[config.mk]
export PLATFORM = sky130hd
export DESIGN_NAME = deque_with_running_total
export DESIGN_NICKNAME = d
export VERILOG_FILES = /design/src/hdl/dwrt_pkg.sv /design/src/hdl/dwrt_cell.sv /design/src/hdl/deque_with_running_total.sv
export VERILOG_INCLUDE_DIRS = /design/src /design/src/hdl
export SDC_FILE = /design/constraint.sdc
export NUM_CORES = 2
export LEC_CHECK = 0
export ABC_AREA = 1
export BUFFER_PORTS_ARGS = -buffer_cell sky130_fd_sc_hd__buf_2
export CORE_MARGIN = 5
export CORE_UTILIZATION = 25
export DETAILED_ROUTE_END_ITERATION = 8
export HOLD_SLACK_MARGIN = 0.02
export PLACE_DENSITY_LB_ADDON = 0.12
export SLEW_MARGIN = 20
export SYNTH_ARGS = -nofsm -noshare
export SYNTH_HDL_FRONTEND = slang
export SYNTH_SLANG_ARGS = --single-unit
[constraint.sdc]
create_clock -name clk_i -period 8.22 [get_ports clk_i]
set_clock_uncertainty 0.2 [all_clocks]
set_input_delay 0.822 -clock clk_i [delete_from_list [all_inputs] [get_ports clk_i]]
set_output_delay 0.822 -clock clk_i [all_outputs]
set_load 0.03 [all_outputs]
[src/hdl/deque_with_running_total_assert.svh]
// Assertion macros for the deque with running total.
`ifndef DEQUE_WITH_RUNNING_TOTAL_ASSERT_SVH
`define DEQUE_WITH_RUNNING_TOTAL_ASSERT_SVH

`ifndef SYNTHESIS
`define DWRT_ASSERT(lbl, prop) \
  lbl: assert property (@(posedge clk_i) disable iff (!rst_ni) prop) \
    else $error("deque assertion failed");
`define DWRT_ASSERT_NR(lbl, prop) \
  lbl: assert property (@(posedge clk_i) prop) \
    else $error("deque assertion failed");
`else
`define DWRT_ASSERT(lbl, prop)
`define DWRT_ASSERT_NR(lbl, prop)
`endif

`endif

[src/hdl/dwrt_pkg.sv]
`default_nettype none

package dwrt_pkg;

  localparam int DepthDefault   = 16;
  localparam int TagBitsDefault = 16;

  localparam int ModeW   = 3;
  localparam int PriceW  = 20;
  localparam int TotalW  = 24;
  localparam int StatusW = 2;

  localparam logic [ModeW-1:0] ModePushFront = 3'd0;
  localparam logic [ModeW-1:0] ModePushBack  = 3'd1;
  localparam logic [ModeW-1:0] ModePopFront  = 3'd2;
  localparam logic [ModeW-1:0] ModePopBack   = 3'd3;

  typedef enum logic [StatusW-1:0] {
    StatusOk    = 2'd0,
    StatusEmpty = 2'd1,
    StatusFull  = 2'd2
  } status_e;

  typedef struct packed {
    logic push_front;
    logic push_back;
    logic pop_front;
    logic pop_back;
  } op_t;

endpackage

`default_nettype wire

[src/hdl/dwrt_cell.sv]
`default_nettype none

module dwrt_cell #(
  parameter int TAG_BITS = dwrt_pkg::TagBitsDefault
) (
  input  wire logic                       clk_i,
  input  wire logic                       rst_ni,
  input  wire dwrt_pkg::op_t              op_i,
  input  wire logic [dwrt_pkg::PriceW-1:0] new_price_i,
  input  wire logic [TAG_BITS-1:0]        new_tag_i,
  input  wire logic                       left_occ_i,
  input  wire logic [dwrt_pkg::PriceW-1:0] left_price_i,
  input  wire logic [TAG_BITS-1:0]        left_tag_i,
  input  wire logic                       right_occ_i,
  input  wire logic [dwrt_pkg::PriceW-1:0] right_price_i,
  input  wire logic [TAG_BITS-1:0]        right_tag_i,
  output logic                            occ_o,
  output logic [dwrt_pkg::PriceW-1:0]     price_o,
  output logic [TAG_BITS-1:0]             tag_o,
  output logic                            last_o
);
  import dwrt_pkg::*;

  logic                occ_q, occ_d;
  logic [PriceW-1:0]   price_q, price_d;
  logic [TAG_BITS-1:0] tag_q, tag_d;

  always_comb begin
    occ_d   = occ_q;
    price_d = price_q;
    tag_d   = tag_q;
    if (op_i.push_front) begin
      occ_d   = left_occ_i;
      price_d = left_price_i;
      tag_d   = left_tag_i;
    end else if (op_i.push_back && !occ_q && left_occ_i) begin
      occ_d   = 1'b1;
      price_d = new_price_i;
      tag_d   = new_tag_i;
    end else if (op_i.pop_front) begin
      occ_d   = right_occ_i;
      price_d = right_price_i;
      tag_d   = right_tag_i;
    end else if (op_i.pop_back && occ_q && !right_occ_i) begin
      occ_d = 1'b0;
    end
  end

  always_ff @(posedge clk_i or negedge rst_ni) begin
    if (!rst_ni) begin
      occ_q <= 1'b0;
    end else begin
      occ_q <= occ_d;
    end
  end

  always_ff @(posedge clk_i) begin
    price_q <= price_d;
    tag_q   <= tag_d;
  end

  assign occ_o   = occ_q;
  assign price_o = price_q;
  assign tag_o   = tag_q;
  assign last_o  = occ_q & ~right_occ_i;

endmodule

`default_nettype wire

[src/hdl/deque_with_running_total.sv]
`default_nettype none

// Bounded double-ended queue of (price, tag) entries with a running price total.
// Entries live in a row of DEPTH cells, front at cell 0; a front push or pop
// shifts the whole row by one cell, a back push or pop touches only one cell
// at the back end of the occupied run. At most one request is taken per cycle:
// its result (status, count, total, front and back entries) is offered in the
// cycle after acceptance and the next request is taken in the same cycle that
// result is taken, so with out_ready_i high it sustains one request per clock.
// The back entry is picked from the row by an AND-OR select across all cells.
module deque_with_running_total #(
  parameter int DEPTH    = dwrt_pkg::DepthDefault,
  parameter int TAG_BITS = dwrt_pkg::TagBitsDefault,
  parameter int CNT_W    = $clog2(DEPTH + 1)
) (
  input  wire logic                         clk_i,
  input  wire logic                         rst_ni,
  input  wire logic                         in_valid_i,
  output logic                              in_ready_o,
  input  wire logic [dwrt_pkg::ModeW-1:0]   mode_i,
  input  wire logic [dwrt_pkg::PriceW-1:0]  price_i,
  input  wire logic [TAG_BITS-1:0]          item_tag_i,
  output logic                              out_valid_o,
  input  wire logic                         out_ready_i,
  output logic [dwrt_pkg::StatusW-1:0]      status_o,
  output logic [CNT_W-1:0]                  entry_count_o,
  output logic [dwrt_pkg::TotalW-1:0]       price_total_o,
  output logic [dwrt_pkg::PriceW-1:0]       front_price_o,
  output logic [TAG_BITS-1:0]               front_tag_o,
  output logic [dwrt_pkg::PriceW-1:0]       back_price_o,
  output logic [TAG_BITS-1:0]               back_tag_o
);
  import dwrt_pkg::*;

  logic [DEPTH-1:0]    occ_w;
  logic [DEPTH-1:0]    last_w;
  logic [PriceW-1:0]   price_w [DEPTH];
  logic [TAG_BITS-1:0] tag_w   [DEPTH];

  logic                accept;
  logic                full, empty;
  op_t                 op;
  status_e             status_d, status_q;
  logic [CNT_W-1:0]    cnt_q, cnt_d;
  logic [TotalW-1:0]   total_q, total_d;
  logic                out_valid_q;
  logic [PriceW-1:0]   back_price;
  logic [TAG_BITS-1:0] back_tag;

  assign full   = occ_w[DEPTH-1];
  assign empty  = ~occ_w[0];
  assign in_ready_o = ~out_valid_q | out_ready_i;
  assign accept = in_valid_i & in_ready_o;

  always_comb begin
    op       = '0;
    status_d = StatusOk;
    case (mode_i)
      ModePushFront, ModePushBack: begin
        if (full) begin
          status_d = StatusFull;
        end else begin
          op.push_front = accept & (mode_i == ModePushFront) & ~empty;
          op.push_back  = accept & ((mode_i == ModePushBack) | empty);
        end
      end
      ModePopFront, ModePopBack: begin
        if (empty) begin
          status_d = StatusEmpty;
        end else begin
          op.pop_front = accept & (mode_i == ModePopFront) & ~last_w[0];
          op.pop_back  = accept & ((mode_i == ModePopBack) | last_w[0]);
        end
      end
      default: begin
        status_d = StatusOk;
      end
    endcase
  end

  for (genvar i = 0; i < DEPTH; i++) begin : g_cell
    logic                left_occ, right_occ;
    logic [PriceW-1:0]   left_price, right_price;
    logic [TAG_BITS-1:0] left_tag, right_tag;

    if (i == 0) begin : g_head
      assign left_occ   = 1'b1;
      assign left_price = price_i;
      assign left_tag   = item_tag_i;
    end else begin : g_mid
      assign left_occ   = occ_w[i-1];
      assign left_price = price_w[i-1];
      assign left_tag   = tag_w[i-1];
    end

    if (i == DEPTH - 1) begin : g_tail
      assign right_occ   = 1'b0;
      assign right_price = '0;
      assign right_tag   = '0;
    end else begin : g_inner
      assign right_occ   = occ_w[i+1];
      assign right_price = price_w[i+1];
      assign right_tag   = tag_w[i+1];
    end

    dwrt_cell #(
      .TAG_BITS(TAG_BITS)
    ) u_cell (
      .clk_i        (clk_i),
      .rst_ni       (rst_ni),
      .op_i         (op),
      .new_price_i  (price_i),
      .new_tag_i    (item_tag_i),
      .left_occ_i   (left_occ),
      .left_price_i (left_price),
      .left_tag_i   (left_tag),
      .right_occ_i  (right_occ),
      .right_price_i(right_price),
      .right_tag_i  (right_tag),
      .occ_o        (occ_w[i]),
      .price_o      (price_w[i]),
      .tag_o        (tag_w[i]),
      .last_o       (last_w[i])
    );
  end

  always_comb begin
    back_price = '0;
    back_tag   = '0;
    for (int i = 0; i < DEPTH; i++) begin
      back_price = back_price | (price_w[i] & {PriceW{last_w[i]}});
      back_tag   = back_tag | (tag_w[i] & {TAG_BITS{last_w[i]}});
    end
  end

  always_comb begin
    cnt_d   = cnt_q;
    total_d = total_q;
    if (op.push_front || op.push_back) begin
      cnt_d   = cnt_q + CNT_W'(1);
      total_d = total_q + TotalW'(price_i);
    end else if (op.pop_front) begin
      cnt_d   = cnt_q - CNT_W'(1);
      total_d = total_q - TotalW'(price_w[0]);
    end else if (op.pop_back) begin
      cnt_d   = cnt_q - CNT_W'(1);
      total_d = total_q - TotalW'(back_price);
    end
  end

  always_ff @(posedge clk_i or negedge rst_ni) begin
    if (!rst_ni) begin
      cnt_q       <= '0;
      total_q     <= '0;
      status_q    <= StatusOk;
      out_valid_q <= 1'b0;
    end else begin
      cnt_q   <= cnt_d;
      total_q <= total_d;
      if (accept) begin
        status_q    <= status_d;
        out_valid_q <= 1'b1;
      end else if (out_ready_i) begin
        out_valid_q <= 1'b0;
      end
    end
  end

  assign out_valid_o   = out_valid_q;
  assign status_o      = status_q;
  assign entry_count_o = cnt_q;
  assign price_total_o = total_q;
  assign front_price_o = price_w[0] & {PriceW{occ_w[0]}};
  assign front_tag_o   = tag_w[0] & {TAG_BITS{occ_w[0]}};
  assign back_price_o  = back_price;
  assign back_tag_o    = back_tag;

`include "deque_with_running_total_assert.svh"

  `DWRT_ASSERT(a_cnt_matches_occ, $countones(occ_w) == int'(cnt_q))
  `DWRT_ASSERT(a_occ_contiguous, ((occ_w >> 1) & ~occ_w) == '0)
  `DWRT_ASSERT(a_hold_while_stalled, out_valid_q && !out_ready_i |=> $stable(cnt_q) && $stable(total_q) && $stable(occ_w))
  `DWRT_ASSERT(a_empty_total_zero, cnt_q == '0 |-> total_q == '0)
  `DWRT_ASSERT(a_single_last, $onehot0(last_w))

endmodule

`default_nettype wire

=== After elaboration in Yosys (flattened, before gate mapping) ===
Index checks and enable logic that the tools add are counted.

* Input port bits: 43
* Register bits: 624
* Word-level logic and storage cells: 458

* Equal/unequal tests: 3
* Muxes and demuxes: 175
* Add/subtract/negate cells: 5
* Bitwise operators: 107
* Reductions and logical operators: 116

{| class="wikitable"
|+ Operators by type and width
! kind !! number
|-
| $mux W20 || 48
|-
| $mux W16 || 48
|-
| $and A20 B20 Y20 || 17
|-
| $or A20 B20 Y20 || 15
|-
| $and A16 B16 Y16 || 17
|-
| $or A16 B16 Y16 || 15
|-
| $mux W24 || 3
|-
| $mux W1 || 67
|-
| $reduce_bool A4 Y1 || 16
|-
| $logic_and A1 B1 Y1 || 62
|-
| $reduce_bool A3 Y1 || 17
|-
| $sub A24 B20 Y24 || 2
|-
| $add A24 B20 Y24 || 1
|-
| $and A1 B1 Y1 || 22
|-
| $not A1 Y1 || 18
|-
| $logic_not A1 Y1 || 16
|-
| $mux W5 || 3
|-
| $mux W2 || 5
|-
| $eq A3 B2 Y1 const B || 2
|-
| $add A5 B1 Y5 const B || 1
|-
| $sub A5 B1 Y5 const B || 1
|-
| $pmux W2 S2 || 1
|-
| $reduce_or A2 Y1 || 2
|-
| $eq A3 B1 Y1 const B || 1
|-
| other kinds (4) || 6
|}

=== Longest topological paths before layout ===
* Depth in word-level cells: 22
* Depth in mapped cells: 30

=== Hierarchy ===
A second synthesis with hierarchy kept.

* Cell total of the unflattened synthesis: 6668
* Area total of the unflattened synthesis: 44143.6 µm²

{| class="wikitable"
|+ Modules (own cells, without submodules)
! module !! seq. area each (µm²) !! cells each !! instances !! area an instance (µm²)
|-
| dwrt_cell || 1106.1 || 320 || 16 || 2269.7
|-
| deque_with_running_total || 800.8 || 1548 || 1 || 7828.8
|}

=== Worst setup path after synthesis ===
OpenSTA, ideal clock, no wires.

* Kind: in2reg
* Start: input port out_ready_i
* End: register total_q[17] (netlist: price_total_o[17])
* Stages: 24
* Setup slack: 3.587 ns
* Data arrival time: 4.315 ns
* Library setup time: 0.118 ns
* Path through: inv_1 > nand2_1 > nand2_2 > nor3_4 > nand2_4 > inv_2 > buf_6 > nand2_1 > nand2_1 > ha_1 > inv_1 > xor2_1 > o21ai_0 > ha_1 > nand3_1 > nand2_1 > a21boi_0 > o21ai_0 > a21oi_1 > o21bai_1 > a21oi_1 > or2_2 > nand3_1 > nand2_1

* Cells in the longest elaborated chain, start to end: 8
* Elaborated cells on any way between the ends: 16

{| class="wikitable"
|+ Ends and longest elaborated chain
! item !! RTL line !! text
|-
| start: declaration || deque_with_running_total.sv:24 || <nowiki>input wire logic out_ready_i,</nowiki>
|-
| $or A1 B1 Y1 (*) || deque_with_running_total.sv:52 || <nowiki>assign in_ready_o = ~out_valid_q | out_ready_i;</nowiki>
|-
| net in_ready_o || deque_with_running_total.sv:19 || <nowiki>output logic in_ready_o,</nowiki>
|-
| $and A1 B1 Y1 (*) || deque_with_running_total.sv:53 || <nowiki>assign accept = in_valid_i & in_ready_o;</nowiki>
|-
| $and A1 B1 Y1 (on tied branches) (2 in series) || deque_with_running_total.sv:71, deque_with_running_total.sv:63 ||
|-
| $mux W2 (on tied branches) || deque_with_running_total.sv:68, deque_with_running_total.sv:60 ||
|-
| $mux W2 || deque_with_running_total.sv:58 || <nowiki>case (mode_i)</nowiki>
|-
| $mux W24 or $logic_or A1 B1 Y1 (tied branches) || deque_with_running_total.sv:142, deque_with_running_total.sv:139 ||
|-
| $mux W24 or $reduce_bool A3 Y1 (tied branches) || -- ||
|-
| end signal: assignment || deque_with_running_total.sv:159 || <nowiki>total_q <= total_d;</nowiki>
|-
| end: declaration || deque_with_running_total.sv:45 || <nowiki>logic [TotalW-1:0] total_q, total_d;</nowiki>
|}

The timed path passes the listed nets; every way through them passes the cells marked *.
A chain may end at the register's enable or synchronous reset.

=== Final worst setup path ===
* Start: register g_cell[6].u_cell.occ_q
* End: register total_q[16] (netlist: price_total_o[16])

* Cells in the longest elaborated chain, start to end: 18
* Elaborated cells on any way between the ends: 20

{| class="wikitable"
|+ Ends and longest elaborated chain
! item !! RTL line !! text
|-
| start: declaration || dwrt_cell.sv:24 || <nowiki>logic occ_q, occ_d;</nowiki>
|-
| start signal: assignment || dwrt_cell.sv:51 || <nowiki>occ_q <= 1'b0;</nowiki>
|-
| start signal: assignment || dwrt_cell.sv:53 || <nowiki>occ_q <= occ_d;</nowiki>
|-
| $not A1 Y1 || dwrt_cell.sv:65 || <nowiki>assign last_o = occ_q & ~right_occ_i;</nowiki>
|-
| $and A1 B1 Y1 || dwrt_cell.sv:65 ||
|-
| $and A20 B20 Y20 || deque_with_running_total.sv:131 || <nowiki>back_price = back_price | (price_w[i] & {PriceW{last_w[i]}});</nowiki>
|-
| $or A20 B20 Y20 || deque_with_running_total.sv:131 ||
|-
| $or A20 B20 Y20 (*) (10 in series) || deque_with_running_total.sv:131 ||
|-
| $sub A24 B20 Y24 (*) || deque_with_running_total.sv:147 || <nowiki>total_d = total_q - TotalW'(back_price);</nowiki>
|-
| $mux W24 (*) || deque_with_running_total.sv:145 || <nowiki>end else if (op.pop_back) begin</nowiki>
|-
| $mux W24 (*) || deque_with_running_total.sv:142 || <nowiki>end else if (op.pop_front) begin</nowiki>
|-
| $mux W24 (*) || deque_with_running_total.sv:139 || <nowiki>if (op.push_front || op.push_back) begin</nowiki>
|}

Mark *: on every way between the ends. The rest lies on a longest branch, timed or not. The select of a mux whose other input is x is not followed.

==> results.tsv <==
metric	value	unit
P per Cell Area	312	nW/um^2
Worst Path Arrival	6610	ps
most common library cell in the layout ignoring fill and taps	nand2_1	
hold buffer count at CTS	0	
Max Freq	160	MHz
first-pass GRT wire length	255	mm
DRC	0	
final setup vio count	0	
initial antenna violation count	11	
P_leak	0.0156	uW
commonest non-fill, non-tap cells in the layout	nand2_1, o21ai_0, edfxtp_1, a21oi_1, inv_1	
Post-CTS Resized	0	
Nets	4740	
Top cell by count, worst path	nand2_1	
highest-delay cell along the critical path	nand2_1	
WHS	111	ps
Vias	34800	
largest buffer count on any clock path	3	
Max rail drop VDD	0.201	mV
Cell Area, Synth	37000	sq um
H-tree levels	3	
total iterations of the first detailed-routing run	6	
RSZ-0062 raised after global routing	no	
Routed WL per cell	27.2	microns
worst r2r src	g_cell[6].u_cell.occ_o	
Setup TNS	0	ps
syn_nets	4766	
post-synthesis sequential area ratio	0.500	
Initial Util	0.251	
routability cong.	0.902	
Setup crit start kind	register	
# port buffers	147	
actual slew at the worst max-slew pin	1090	ps
pin count of the biggest net entering global routing	189	
Max FO, Critical Path	14	
die area	156000	sq um
total global-route track usage	0.223	
detailed placement HPWL	126	mm
Sink Count	624	
status	finished clean	
Clk Latency, worst-skew pair	690	ps
Die Y	395	microns
remaining antenna violation count	0	
Final Cycle Share	0.761	
Max-slew headroom	0.276	
number of synthesis warnings	0	
Synth cell types	48	
count of buffer and inverter cells on the critical path	1	
worst path required time	8570	ps
Async S/R FF share, synth	0.0769	
row cnt	141	
Final Max Slew Viols	0	
Synth Instances	4694	
clk slew on worst S/H paths	60	ps
grt ovf	0	
EDFF count, synth	576	
die width	395	microns
vias in the first global route	34500	
Top FF cell, synth	edfxtp_1	
crit path launch	g_cell[6].u_cell.occ_o	
drt total wl	181	mm
CTS tree	built	
Final Hold Fails	0	
MaxCap Viol Count	0	
Iter 0 DRT Violations	3337	
CTS Buf Count	78	
CP delay by family, top	simple AND/OR/NAND/NOR gates	
core region area	147000	sq um
CP Class	register to register	
root buf cell	clkbuf_16	
share of layout cells above drive strength 1	0.0929	
Hold WC Path Type	input port to asynchronous set/reset pin	
Syn Area/Cell	7.88	sq um
# IOs	148	
Worst setup EP type	register	
Area Overhead vs Synth	14.2	%
Final min period	6250	ps
vias per cell	5.23	
FF+latch count, synth	624	
CP peak stage delay	780	ps
Filler Cell Count	16100	
Post-CTS Setup Bufs	0	
-- flip-flops by register name, summed over array words and instances (netlist names) --
name                   cells
g_cell.u_cell.tag_o      256
entry_count_o              5
g_cell.u_cell.price_o    320
g_cell.u_cell.occ_o       16
out_valid_o                1
status_o                   2
price_total_o             24
-- cells in the mapped netlist, drive strengths merged (13+ instances only) --
| library cell | number | share of area |
|---|---|---|
| a21oi | 533 | 0.072 |
| a221oi | 29 | 0.0069 |
| buf | 87 | 0.012 |
| clkbuf | 255 | 0.026 |
| dfrtp | 48 | 0.032 |
| edfxtp | 576 | 0.47 |
| ha | 27 | 0.0091 |
| inv | 347 | 0.035 |
| nand2 | 1305 | 0.13 |
| nand3 | 167 | 0.023 |
| nand4 | 28 | 0.0047 |
| nor2 | 246 | 0.026 |
| o2111ai | 15 | 0.0036 |
| o21ai | 892 | 0.12 |
| o22ai | 50 | 0.0085 |
| xnor2 | 13 | 0.0031 |
-- per-stage QoR --
| stage | cell area, sq um | setup WS (ps) | total power [uW] | instances | util |
|---|---|---|---|---|---|
| 6_report | 42200 | 1970 | 13200 | 6658 | 0.286 |
| 5_1_grt | 42200 | 1530 | 13800 | 6657 | 0.286 |
| 4_1_cts | 42200 | 2120 | 13200 | 6656 | 0.286 |
| 3_5_place_dp | 39700 | 2150 | 9560 | 6517 | 0.269 |
| 3_3_place_gp | 39600 | 2180 | 9560 | 6516 | 0.269 |
| 2_1_floorplan | 37000 | 3590 | 7190 | 4694 | - |
-- routing by layer --
metal / wire length, microns / vias up / global-route usage
met2: 87400 / 1194 / 0.383
met1: 76000 / 17200 / 0.284
li1: - / 16100 / -
met4: 9170 / 0 / 0.0961
met5: 0 / - / 0
met3: 8770 / 282 / 0.0261
-- kinds of logic after synthesis --
group	share of synthesized area
AND/OR/NAND/NOR	0.190
AO/OA/AOI/OAI	0.221
buffers and inverters	0.0736
flip-flops	0.500
adder cells (fa/ha/maj)	0.0102
XOR/XNOR	0.00521
-- cell type report --
type,count,area (sq um),share of cell area
clock buffer,94,2100,0.0496
sequential,624,18500,0.438
antenna,1,2.50,0.0000592
inverter,351,1330,0.0314
clock inverter,45,455,0.0108
multi-input combinational,3377,16000,0.378
tap,1930,2410,0.0572
timing repair buffer,236,1480,0.0350
-- worst paths after layout --
kind                                           to  slack (ps)  cells past startpoint
hold reg to reg                  entry_count_o[4]         270                      1
setup reg to reg                price_total_o[16]        1970                     25
min in group clk_i                    out_valid_o         260                      4
hold / removal                  price_total_o[15]         110                      2
setup / recovery                price_total_o[16]        1970                     25
max in group asynchronous  g_cell[0].u_cell.occ_o        7160                      2
-- where the power goes --
group	switching, uW	internal (uW)
clock network	1550	2100
logic	4010	1330
registers	360	3820
Power figures use the tool's default switching activity.
